`config.mk`:
```
export PLATFORM = sky130hd
export DESIGN_NAME = encoder_value_with_acceleration
export DESIGN_NICKNAME = d
export VERILOG_FILES = /design/src/rtl/evacc_pkg.sv /design/src/rtl/evacc_calc.sv /design/src/rtl/encoder_value_with_acceleration.sv
export SDC_FILE = /design/constraint.sdc
export NUM_CORES = 1
export LEC_CHECK = 0
export BUFFER_PORTS_ARGS = -buffer_cell sky130_fd_sc_hd__buf_2
export CAP_MARGIN = 5
export CORE_UTILIZATION = 25
export CTS_BUF_LIST = sky130_fd_sc_hd__clkbuf_2 sky130_fd_sc_hd__clkbuf_4 sky130_fd_sc_hd__clkbuf_8
export CTS_CLUSTER_SIZE = 20
export DETAILED_ROUTE_END_ITERATION = 7
export SYNTH_ARGS = -nofsm -noshare
export SYNTH_HDL_FRONTEND = slang
export SYNTH_SLANG_ARGS = --single-unit
```
`constraint.sdc`:
```
create_clock -name clk -period 22.1 [get_ports clk]
set_input_delay 1.105 -clock clk [delete_from_list [all_inputs] [get_ports clk]]
set_output_delay 1.105 -clock clk [all_outputs]
set_load 0.05 [all_outputs]
```
`src/rtl/evacc_pkg.sv`:
```
// ----------------------------------------------------------------------------
// evacc_pkg
// Shared types, widths and constants of the accelerated encoder year selector.
// ----------------------------------------------------------------------------
package evacc_pkg;

    localparam int YEAR_W  = 18;
    localparam int COUNT_W = 32;
    localparam int MS_W    = 32;
    localparam int GAP_W   = 16;
    localparam int STEP_W  = 12;
    localparam int SUM_W   = 20;

    localparam int CFG_IDX_W  = 3;
    localparam int CFG_DATA_W = 18;

    localparam int S_TDATA_W = 56;
    localparam int M_TDATA_W = 24;

    // register indexes of the configuration port
    localparam logic [CFG_IDX_W-1:0] REG_VALUE_MIN     = 3'd0;
    localparam logic [CFG_IDX_W-1:0] REG_VALUE_MAX     = 3'd1;
    localparam logic [CFG_IDX_W-1:0] REG_SAVE_DELAY    = 3'd2;
    localparam logic [CFG_IDX_W-1:0] REG_FAST_GAP      = 3'd3;
    localparam logic [CFG_IDX_W-1:0] REG_VERY_FAST_GAP = 3'd4;

    // register reset values
    localparam logic signed [YEAR_W-1:0] VALUE_MIN_RST  = YEAR_W'(-100000);
    localparam logic signed [YEAR_W-1:0] VALUE_MAX_RST  = YEAR_W'(2100);
    localparam logic [GAP_W-1:0]         SAVE_DELAY_RST = GAP_W'(4 * 1000);
    localparam logic [GAP_W-1:0]         FAST_GAP_RST   = GAP_W'(50);
    localparam logic [GAP_W-1:0]         VFAST_GAP_RST  = GAP_W'(20);

    // acceleration bands of the year value
    localparam logic signed [YEAR_W-1:0] BAND_HI_YEAR = YEAR_W'(1900);
    localparam logic signed [YEAR_W-1:0] BAND_LO_YEAR = YEAR_W'(-99900);
    localparam logic signed [YEAR_W-1:0] MID_HI_YEAR  = YEAR_W'(-1000);
    localparam logic signed [YEAR_W-1:0] MID_LO_YEAR  = YEAR_W'(-99000);

    localparam int FAR_MULT   = 2;
    localparam int MID_MULT   = 20;
    localparam int NEAR_MULT  = 200;
    localparam int VFAST_MULT = 5;

    localparam logic CMD_EDGE = 1'b0;
    localparam logic CMD_TICK = 1'b1;

    typedef enum logic [1:0] {
        BAND_FAR,
        BAND_MID,
        BAND_NEAR
    } band_t;

    typedef struct packed {
        logic             command;
        logic             clk_level;
        logic             dt_level;
        logic [MS_W-1:0]  now_ms;
        logic [GAP_W-1:0] elapsed_ms;
    } item_t;

    typedef struct packed {
        logic signed [YEAR_W-1:0] value_min;
        logic signed [YEAR_W-1:0] value_max;
        logic [GAP_W-1:0]         save_delay_ms;
        logic [GAP_W-1:0]         fast_gap_ms;
        logic [GAP_W-1:0]         very_fast_gap_ms;
    } cfg_t;

    typedef struct packed {
        logic [COUNT_W-1:0]       edge_count;
        logic [COUNT_W-1:0]       seen_count;
        logic [MS_W-1:0]          last_change_ms;
        logic signed [YEAR_W-1:0] year;
        logic [GAP_W-1:0]         save_countdown;
    } state_t;

    typedef struct packed {
        logic signed [YEAR_W-1:0] year_value;
        logic                     changed;
        logic                     save_strobe;
    } result_t;

    // step magnitude for a band, a fast flag and a very-fast flag
    function automatic logic [STEP_W-2:0] step_mag(band_t band, logic fast, logic vfast);
        logic [STEP_W-2:0] mag;
        mag = (STEP_W-1)'(1);
        if (fast)
        begin
            unique case (band)
                BAND_FAR:  mag = vfast ? (STEP_W-1)'(FAR_MULT * VFAST_MULT)
                                       : (STEP_W-1)'(FAR_MULT);
                BAND_MID:  mag = vfast ? (STEP_W-1)'(MID_MULT * VFAST_MULT)
                                       : (STEP_W-1)'(MID_MULT);
                BAND_NEAR: mag = vfast ? (STEP_W-1)'(NEAR_MULT * VFAST_MULT)
                                       : (STEP_W-1)'(NEAR_MULT);
                default:   mag = (STEP_W-1)'(1);
            endcase
        end
        return mag;
    endfunction

endpackage

```
`src/rtl/evacc_calc.sv`:
```
// ----------------------------------------------------------------------------
// evacc_calc
// Next state and result for one item: edge counting, accelerated step,
// clamping and save countdown.
// ----------------------------------------------------------------------------
module evacc_calc (
    input  evacc_pkg::item_t   item,
    input  evacc_pkg::cfg_t    cfg,
    input  evacc_pkg::state_t  st,
    output evacc_pkg::state_t  st_next,
    output evacc_pkg::result_t res
);
    import evacc_pkg::*;

    logic                      moved;
    logic [COUNT_W-1:0]        diff;
    logic [MS_W-1:0]           gap;
    logic                      fast;
    logic                      vfast;
    band_t                     band;
    logic [STEP_W-2:0]         mag;
    logic signed [SUM_W-1:0]   step;
    logic signed [SUM_W-1:0]   sum;
    logic signed [SUM_W-1:0]   lim_min;
    logic signed [SUM_W-1:0]   lim_max;
    logic signed [YEAR_W-1:0]  clamped;
    logic                      changed;
    logic [GAP_W-1:0]          cnt_load;
    logic                      strobe;

    assign moved = st.edge_count != st.seen_count;
    assign diff  = st.edge_count - st.seen_count;
    assign gap   = item.now_ms - st.last_change_ms;
    assign fast  = gap < {{(MS_W-GAP_W){1'b0}}, cfg.fast_gap_ms};
    assign vfast = gap < {{(MS_W-GAP_W){1'b0}}, cfg.very_fast_gap_ms};

    always_comb
    begin
        priority if (st.year > BAND_HI_YEAR || st.year < BAND_LO_YEAR)
            band = BAND_FAR;
        else if (st.year > MID_HI_YEAR || st.year < MID_LO_YEAR)
            band = BAND_MID;
        else
            band = BAND_NEAR;
    end

    assign mag  = step_mag(band, fast, vfast);
    assign step = diff[COUNT_W-1] ? -$signed({{(SUM_W-STEP_W+1){1'b0}}, mag})
                                  :  $signed({{(SUM_W-STEP_W+1){1'b0}}, mag});
    assign sum     = SUM_W'(st.year) + step;
    assign lim_min = SUM_W'(cfg.value_min);
    assign lim_max = SUM_W'(cfg.value_max);

    always_comb
    begin
        priority if (sum < lim_min)
            clamped = cfg.value_min;
        else if (sum > lim_max)
            clamped = cfg.value_max;
        else
            clamped = sum[YEAR_W-1:0];
    end

    assign changed  = item.command == CMD_TICK && moved && clamped != st.year;
    assign cnt_load = changed ? cfg.save_delay_ms : st.save_countdown;

    always_comb
    begin
        st_next = st;
        strobe  = 1'b0;
        unique case (item.command)
            CMD_EDGE:
            begin
                if (item.clk_level != item.dt_level)
                    st_next.edge_count = st.edge_count - COUNT_W'(1);
                else
                    st_next.edge_count = st.edge_count + COUNT_W'(1);
            end
            CMD_TICK:
            begin
                if (moved)
                begin
                    st_next.seen_count     = st.edge_count;
                    st_next.last_change_ms = item.now_ms;
                    st_next.year           = clamped;
                end
                if (cnt_load != '0)
                begin
                    if (item.elapsed_ms >= cnt_load)
                    begin
                        st_next.save_countdown = '0;
                        strobe                 = 1'b1;
                    end
                    else
                        st_next.save_countdown = cnt_load - item.elapsed_ms;
                end
                else
                    st_next.save_countdown = cnt_load;
            end
            default: st_next = st;
        endcase
    end

    assign res.year_value  = st_next.year;
    assign res.changed     = changed;
    assign res.save_strobe = strobe;

endmodule

```
`src/rtl/encoder_value_with_acceleration.sv`:
```
// ----------------------------------------------------------------------------
// encoder_value_with_acceleration
// Rotary encoder year selector with speed-dependent step acceleration.
// ----------------------------------------------------------------------------
// Every accepted item gives exactly one result. An item is taken into an input
// register; when the output register is free or being drained, its result is
// formed from that register and the block state in one pass and lands in the
// output register. One item can be taken each cycle as long as results are
// drained. Encoder edge items (tuser = 0) step the raw edge counter; update
// ticks (tuser = 1) turn movement into a year change, clamp it and run the
// save countdown. Registers take effect on the cycle after the write.
module encoder_value_with_acceleration (
    input  logic                                  clk,
    input  logic                                  rst_n,
    input  logic                                  cfg_wr_en,
    input  logic [evacc_pkg::CFG_IDX_W-1:0]       cfg_index,
    input  logic [evacc_pkg::CFG_DATA_W-1:0]      cfg_data,
    input  logic                                  s_tvalid,
    output logic                                  s_tready,
    // clk_level, dt_level, now_ms[31:0], elapsed_ms[15:0], zero fill
    input  logic [evacc_pkg::S_TDATA_W-1:0]       s_tdata,
    // command
    input  logic                                  s_tuser,
    output logic                                  m_tvalid,
    input  logic                                  m_tready,
    // year_value[17:0], changed, save_strobe, zero fill
    output logic [evacc_pkg::M_TDATA_W-1:0]       m_tdata
);
    import evacc_pkg::*;

    cfg_t    cfg_reg;
    state_t  state_reg;
    state_t  state_next;
    item_t   in_item_reg;
    logic    in_valid_reg;
    result_t res_next;
    result_t res_reg;
    logic    m_valid_reg;
    logic    fire;
    item_t   in_item;

    assign in_item.command    = s_tuser;
    assign in_item.clk_level  = s_tdata[0];
    assign in_item.dt_level   = s_tdata[1];
    assign in_item.now_ms     = s_tdata[MS_W+1:2];
    assign in_item.elapsed_ms = s_tdata[MS_W+GAP_W+1:MS_W+2];

    // work the held item when the output register is free or being emptied
    assign fire     = in_valid_reg && (!m_valid_reg || m_tready);
    assign s_tready = !in_valid_reg || fire;

    always_ff @(posedge clk or negedge rst_n)
    begin
        if (!rst_n)
        begin
            cfg_reg.value_min        <= VALUE_MIN_RST;
            cfg_reg.value_max        <= VALUE_MAX_RST;
            cfg_reg.save_delay_ms    <= SAVE_DELAY_RST;
            cfg_reg.fast_gap_ms      <= FAST_GAP_RST;
            cfg_reg.very_fast_gap_ms <= VFAST_GAP_RST;
        end
        else if (cfg_wr_en)
        begin
            unique case (cfg_index)
                REG_VALUE_MIN:     cfg_reg.value_min        <= cfg_data;
                REG_VALUE_MAX:     cfg_reg.value_max        <= cfg_data;
                REG_SAVE_DELAY:    cfg_reg.save_delay_ms    <= cfg_data[GAP_W-1:0];
                REG_FAST_GAP:      cfg_reg.fast_gap_ms      <= cfg_data[GAP_W-1:0];
                REG_VERY_FAST_GAP: cfg_reg.very_fast_gap_ms <= cfg_data[GAP_W-1:0];
                default:           cfg_reg <= cfg_reg;
            endcase
        end
    end

    evacc_calc u_calc (
        .item    (in_item_reg),
        .cfg     (cfg_reg),
        .st      (state_reg),
        .st_next (state_next),
        .res     (res_next)
    );

    always_ff @(posedge clk or negedge rst_n)
    begin
        if (!rst_n)
        begin
            in_valid_reg <= 1'b0;
            m_valid_reg  <= 1'b0;
            state_reg    <= '0;
        end
        else
        begin
            if (s_tready)
                in_valid_reg <= s_tvalid;
            if (fire)
            begin
                m_valid_reg <= 1'b1;
                state_reg   <= state_next;
            end
            else if (m_tready)
                m_valid_reg <= 1'b0;
        end
    end

    always_ff @(posedge clk)
    begin
        if (s_tready && s_tvalid)
            in_item_reg <= in_item;
        if (fire)
            res_reg <= res_next;
    end

    assign m_tvalid = m_valid_reg;
    assign m_tdata  = {{(M_TDATA_W-YEAR_W-2){1'b0}}, res_reg.save_strobe,
                       res_reg.changed, res_reg.year_value};

`ifndef NO_ASSERTIONS
    // an edge item never reports a change or a save
    a_edge_quiet: assert property (@(posedge clk) disable iff (!rst_n)
        fire && in_item_reg.command == CMD_EDGE |=> !res_reg.changed && !res_reg.save_strobe)
        else $error("edge item reported change or save");

    // a save strobe leaves the countdown idle
    a_strobe_clears: assert property (@(posedge clk) disable iff (!rst_n)
        fire && res_next.save_strobe |=> state_reg.save_countdown == '0)
        else $error("countdown not cleared after save strobe");

    // a worked item always produces a pending result
    a_result_out: assert property (@(posedge clk) disable iff (!rst_n)
        fire |=> m_valid_reg)
        else $error("worked item produced no result");

    // state only moves when an item is worked
    a_state_hold: assert property (@(posedge clk) disable iff (!rst_n)
        !fire |=> $stable(state_reg))
        else $error("state changed without an item");
`endif

endmodule
```
Word-level counts from Yosys, hierarchy flattened:

Cells that the tools add are included.

* register bits after elaboration: 287
* input bits: 83
* output and inout bits: 26
* word-level logic and storage cells: 88

* add/sub/neg operators: 7
* order comparisons: 9
* equality and inequality tests: 9
* mux-type cells: 19
* bitwise logic cells: 1
* reduce and logical (&&, ||, !) cells: 23

Operators with widths (count)
* < comparator 32 x 16 -> 1 bit: 2
* subtractor 32 bit: 2
* 2-to-1 mux 18 bit: 3
* 2-to-1 mux 16 bit: 3
* < comparator 18 bit, second input constant: 2
* 2-to-1 mux 34 bit: 1
* one-hot mux 11 bit (3 select lines): 1
* adder 32 x 1 -> 32 bit, second input constant: 1
* 2-to-1 mux 32 bit: 1
* inequality test 32 bit: 1
* subtractor 32 x 1 -> 32 bit, second input constant: 1
* adder 18 x 20 -> 20 bit: 1
* greater-than comparator 20 x 18 -> 1 bit: 1
* < comparator 20 x 18 -> 1 bit: 1
* 2-to-1 mux 20 bit: 1
* negation 11 -> 20 bit: 1
* greater-than comparator 18 x 11 -> 1 bit, second input constant: 1
* greater-than comparator 18 x 12 -> 1 bit, second input constant: 1
* inequality test 18 bit: 1
* greater-or-equal comparator 16 bit: 1
* AND reduction 2 bit: 8
* nonzero test 16 bit: 1
* subtractor 16 bit: 1
* 2-to-1 mux 11 bit: 1
* other kinds (19): 30

Longest topological paths before layout:

* depth after elaboration: 20
* gate-level depth with buffers: 70
* mapped depth without buffers: 64

Cells and area by module:

Synthesis repeated with hierarchy kept, for this count alone.

* cell total of the unflattened synthesis: 2124
* area, all modules: 21316.7 sq um

By module, submodules not included
* evacc_calc: times used 1, cells an instance 1584, area each 11001.8 sq um, seq. area each 0.0 sq um
* encoder_value_with_acceleration: times used 1, cells an instance 540, area each 10314.9 sq um, seq. area each 7566.0 sq um

Least setup slack after synthesis:

No wires, ideal clock.

* path type: flip-flop to flip-flop
* from: register state_reg[34] (netlist name)
* to: register state_reg[10] (netlist name)
* library setup time: 0.122 ns
* arrival: 12.938 ns
* data required time: 21.978 ns
* path slack: 9.041 ns
* cell stages (with the launch flop): 66
* path buffers: 4
* clock period less this slack: 13.059 ns
* path through: dfrtp_1 ha_1 fa_1 nor2b_1 o21a_1 o21ai_1 a21oi_1 nor2_1 o21ai_0 nand2_1 o21ai_0 xor2_1 ha_1 nor2b_1 o21ai_0 o211ai_1 nor4_1 o21ai_0 [30 not listed] o41ai_2 a31oi_2 clkbuf_1 mux2_2 ha_1 nor2b_1 o21ai_0 a21boi_0 o21ai_0 a21boi_0 o21ai_0 nand2b_1 a221o_1 a221oi_1 a31o_2 nor2_1 clkbuf_1 a32o_1

RTL lines
* from (decl): RTL line encoder_value_with_acceleration.sv:32 `state_t state_reg;`
* from (signal assigned): RTL line encoder_value_with_acceleration.sv:98 `state_reg <= state_next;`

Worst setup path in the final report:

* from: register state_reg[34] (netlist name)
* to: register state_reg[4] (netlist name)

* cells in the longest elaborated chain, start to end: 17
* elaborated cells between the ends (all ways): 23
* those cells by class: 4 x add/sub; 5 x order compare; 1 x eq/ne; 11 x mux; 2 x reduce/logical

RTL lines
* subtractor 32 bit (*): RTL line evacc_calc.sv:33 `assign gap = item.now_ms - st.last_change_ms;`
* < comparator 32 x 16 -> 1 bit: RTL line evacc_calc.sv:35 `assign vfast = gap < {{(MS_W-GAP_W){1'b0}}, cfg.very_fast_gap_ms};`
* 2-to-1 mux 4 bit, or another cell as far along: RTL line evacc_pkg.sv:91 `BAND_FAR: mag = vfast ? (STEP_W-1)'(FAR_MULT * VFAST_MULT)`
* one-hot mux 11 bit (3 select lines): RTL line evacc_pkg.sv:90 `unique case (band)`
* 2-to-1 mux 11 bit (*): RTL line evacc_pkg.sv:88 `if (fast)`
* negation 11 -> 20 bit: RTL line evacc_calc.sv:48 `assign step = diff[COUNT_W-1] ? -$signed({{(SUM_W-STEP_W+1){1'b0}}, mag})`
* 2-to-1 mux 20 bit (*): RTL line evacc_calc.sv:48
* adder 18 x 20 -> 20 bit (*): RTL line evacc_calc.sv:50 `assign sum = SUM_W'(st.year) + step;`
* greater-than comparator 20 x 18 -> 1 bit: RTL line evacc_calc.sv:58 `else if (sum > lim_max)`
* 2-to-1 mux 18 bit: RTL line evacc_calc.sv:58
* 2-to-1 mux 18 bit (*): RTL line evacc_calc.sv:56 `priority if (sum < lim_min)`
* inequality test 18 bit (*): RTL line evacc_calc.sv:64 `assign changed = item.command == CMD_TICK && moved && clamped != st.year;`
* logical AND 1 bit (*): RTL line evacc_calc.sv:64
* 2-to-1 mux 16 bit (*): RTL line evacc_calc.sv:65 `assign cnt_load = changed ? cfg.save_delay_ms : st.save_countdown;`
* subtractor 16 bit or greater-or-equal comparator 16 bit (tied branches): RTL line evacc_calc.sv:95, evacc_calc.sv:89
* 2-to-1 mux 16 bit: RTL line evacc_calc.sv:89 `if (item.elapsed_ms >= cnt_load)`
* 2-to-1 mux 16 bit (*): RTL line evacc_calc.sv:87 `if (cnt_load != '0)`

Mark *: on every way between the ends. The rest lies on a longest branch, timed or not.
A chain may end at the register's enable or synchronous reset.

==> run summary <==
Crit. End Element: flop
fin. max-slew vios: 0
DRT antenna net count: 0
vias in the first global route: 14400
die extent in x: 280 microns
Slowest-stage cell, CP: nor2_1
crit path launch: state_reg[34]
Worst Clk Skew: 0.0449 ns
fin crit share: 0.738
number of core rows: 101
WS Path Type: flop to flop
largest net degree at the start of global routing: 107
first-pass detailed-route iteration total: 5
r2r startpoint: state_reg[34]
GRT Total Usage: 0.128
slew at the pin closest to its max-slew limit: 1.19 ns
proportion of layout cells with a drive suffix above 1: 0.140
final instance area: 0.0221 sq mm
Worst-path clk slew: 0.06 ns
Ports: 109
gr ovfl total: 0
most frequent cells in the layout: nand2_1, o21ai_0, ha_1
total negative slack: 0 ns
Yosys top cell by area: dfrtp_1
Post-synth top flop: dfrtp_1
DR iter-0 viols: 865
Syn Area/Cell: 9.18 sq um
#FFs+latches synth: 287
vias per cell: 4.64
placement-stage worst setup slack: 6.05 ns
Fillers: 8015
Setup-failing EPs final: 0
Hold WS: 0.481 ns
Fin. Hold Viols: 0
core area: 0.0762 sq mm
DIE AREA: 0.0785 sq mm
final wirelength: 50500 microns
drc violations: 0
final worst slack: 5.79 ns
Layout area overhead: 14.3%
critical-path maximum fanout: 23
Worst setup SP type: flop
CP most frequent cell: o21ai_0
Yosys cell types: 75
NumNets Final: 2475
clock sinks: 287
hpwl dp: 37000 microns
Warnings, synthesis: 0
max_slew headroom: 0.203
arrival time worst endpoint: 16.87 ns
Post-CTS Resized: 0
startpoint of the worst hold path: in_item_reg[19]
via count: 15100
antenna violations before repair: 3
wire length per cell: 15.5 microns
Mapped Area: 0.0193 sq mm
asr flop ratio synth: 0.753
reg-to-reg slack, setup: 5.79 ns
top cell type's share of synthesized area: 0.250
post-synthesis sequential area ratio: 0.391
fmax: 61.3 MHz
Req. time, crit path: 22.65 ns
Starting Density: 0.254
hold_buf cts: 0
postcts setup bufs: 0
Cells after Synth: 2107
Synth area leaders: dfrtp_1, ha_1, edfxtp_1
H-tree depth: 2
placed inst area: 0.0210 sq mm
commonest non-fill, non-tap cell in the layout: nand2_1
RSZ-0062 raised after global routing: no
GPL Wtd Cong: 0.892
status: complete, no violations
Largest register FFs: 130
Period minus WS final: 16.31 ns
max_cap viols: 0
Clock Path Buffers: 3
root buf cell: clkbuf_8
port bufs: 98
antenna cell count: 0
first-pass GRT wire length: 80200 microns
CTS tree: done
type of the most critical hold path: flop to flop
max incr delay on CP: 0.89 ns
Skew-Pair Late Insertion Delay: 0.66 ns
EDFF count, synth: 71
CTS buffer count: 51
Die Y: 280 microns
[Yosys cell counts, types with 56 or more instances]
| library cell | n |
|---|---|
| a21o_1 | 59 |
| a21oi_1 | 119 |
| clkbuf_1 | 78 |
| dfrtp_1 | 193 |
| edfxtp_1 | 71 |
| ha_1 | 198 |
| inv_1 | 184 |
| mux2_2 | 56 |
| nand2_1 | 258 |
| nor2_1 | 96 |
| o21ai_0 | 233 |
| xnor2_1 | 80 |
[per-stage QoR]
step           instances   util
2_1_floorplan       2110      -
3_3_place_gp        3167  0.275
3_5_place_dp        3167  0.275
4_1_cts             3261  0.290
5_1_grt             3261  0.290
6_report            3261  0.290
[per-layer routing]
layer	global-route usage	wire length (microns)	vias up
li1	-	-	7644
met1	0.184	25100	7129
met2	0.197	22200	293
met3	0.0197	2110	71
met4	0.0392	1120	2
met5	0	13	-
[logic make-up after synthesis]
family | count (synthesis) | share of synthesized area
compound gates | 578 | 0.185
simple gates | 565 | 0.136
flops | 287 | 0.391
buf+inv | 273 | 0.0544
fa+ha+maj | 202 | 0.132
xor+xnor | 121 | 0.0548
mux | 80 | 0.0458
other cells | 1 | 0.000194
[layout make-up]
cell class | instances | area [sq um] | area share
clock inverter | 13 | 141 | 0.00640
multi-input combinational | 1550 | 10800 | 0.489
clock buffer | 81 | 977 | 0.0442
sequential | 287 | 7570 | 0.342
inverter | 184 | 691 | 0.0313
timing repair buffer | 116 | 636 | 0.0288
tap | 1030 | 1290 | 0.0583
[final timing paths]
path / to / cells after the start
setup / recovery: state_reg[4] / 64
hold / removal: state_reg[37] / 2
setup reg to reg: state_reg[4] / 64
hold reg to reg: state_reg[37] / 2
max in group asynchronous: state_reg[13] / 3
min in group asynchronous: state_reg[116] / 1
[critical path, delay by kind of cell, from the launching register on]
kind,cells,cell delay (ns)
buf+inv,3,0.71
simple gates,16,4.37
flops,1,0.38
xor+xnor,4,0.88
compound gates,30,6.23
fa+ha+maj,8,2.53
mux,3,1.05
Power is not shown: default switching activity piles up to over one toggle a cycle in this logic, so the estimate is an artifact.
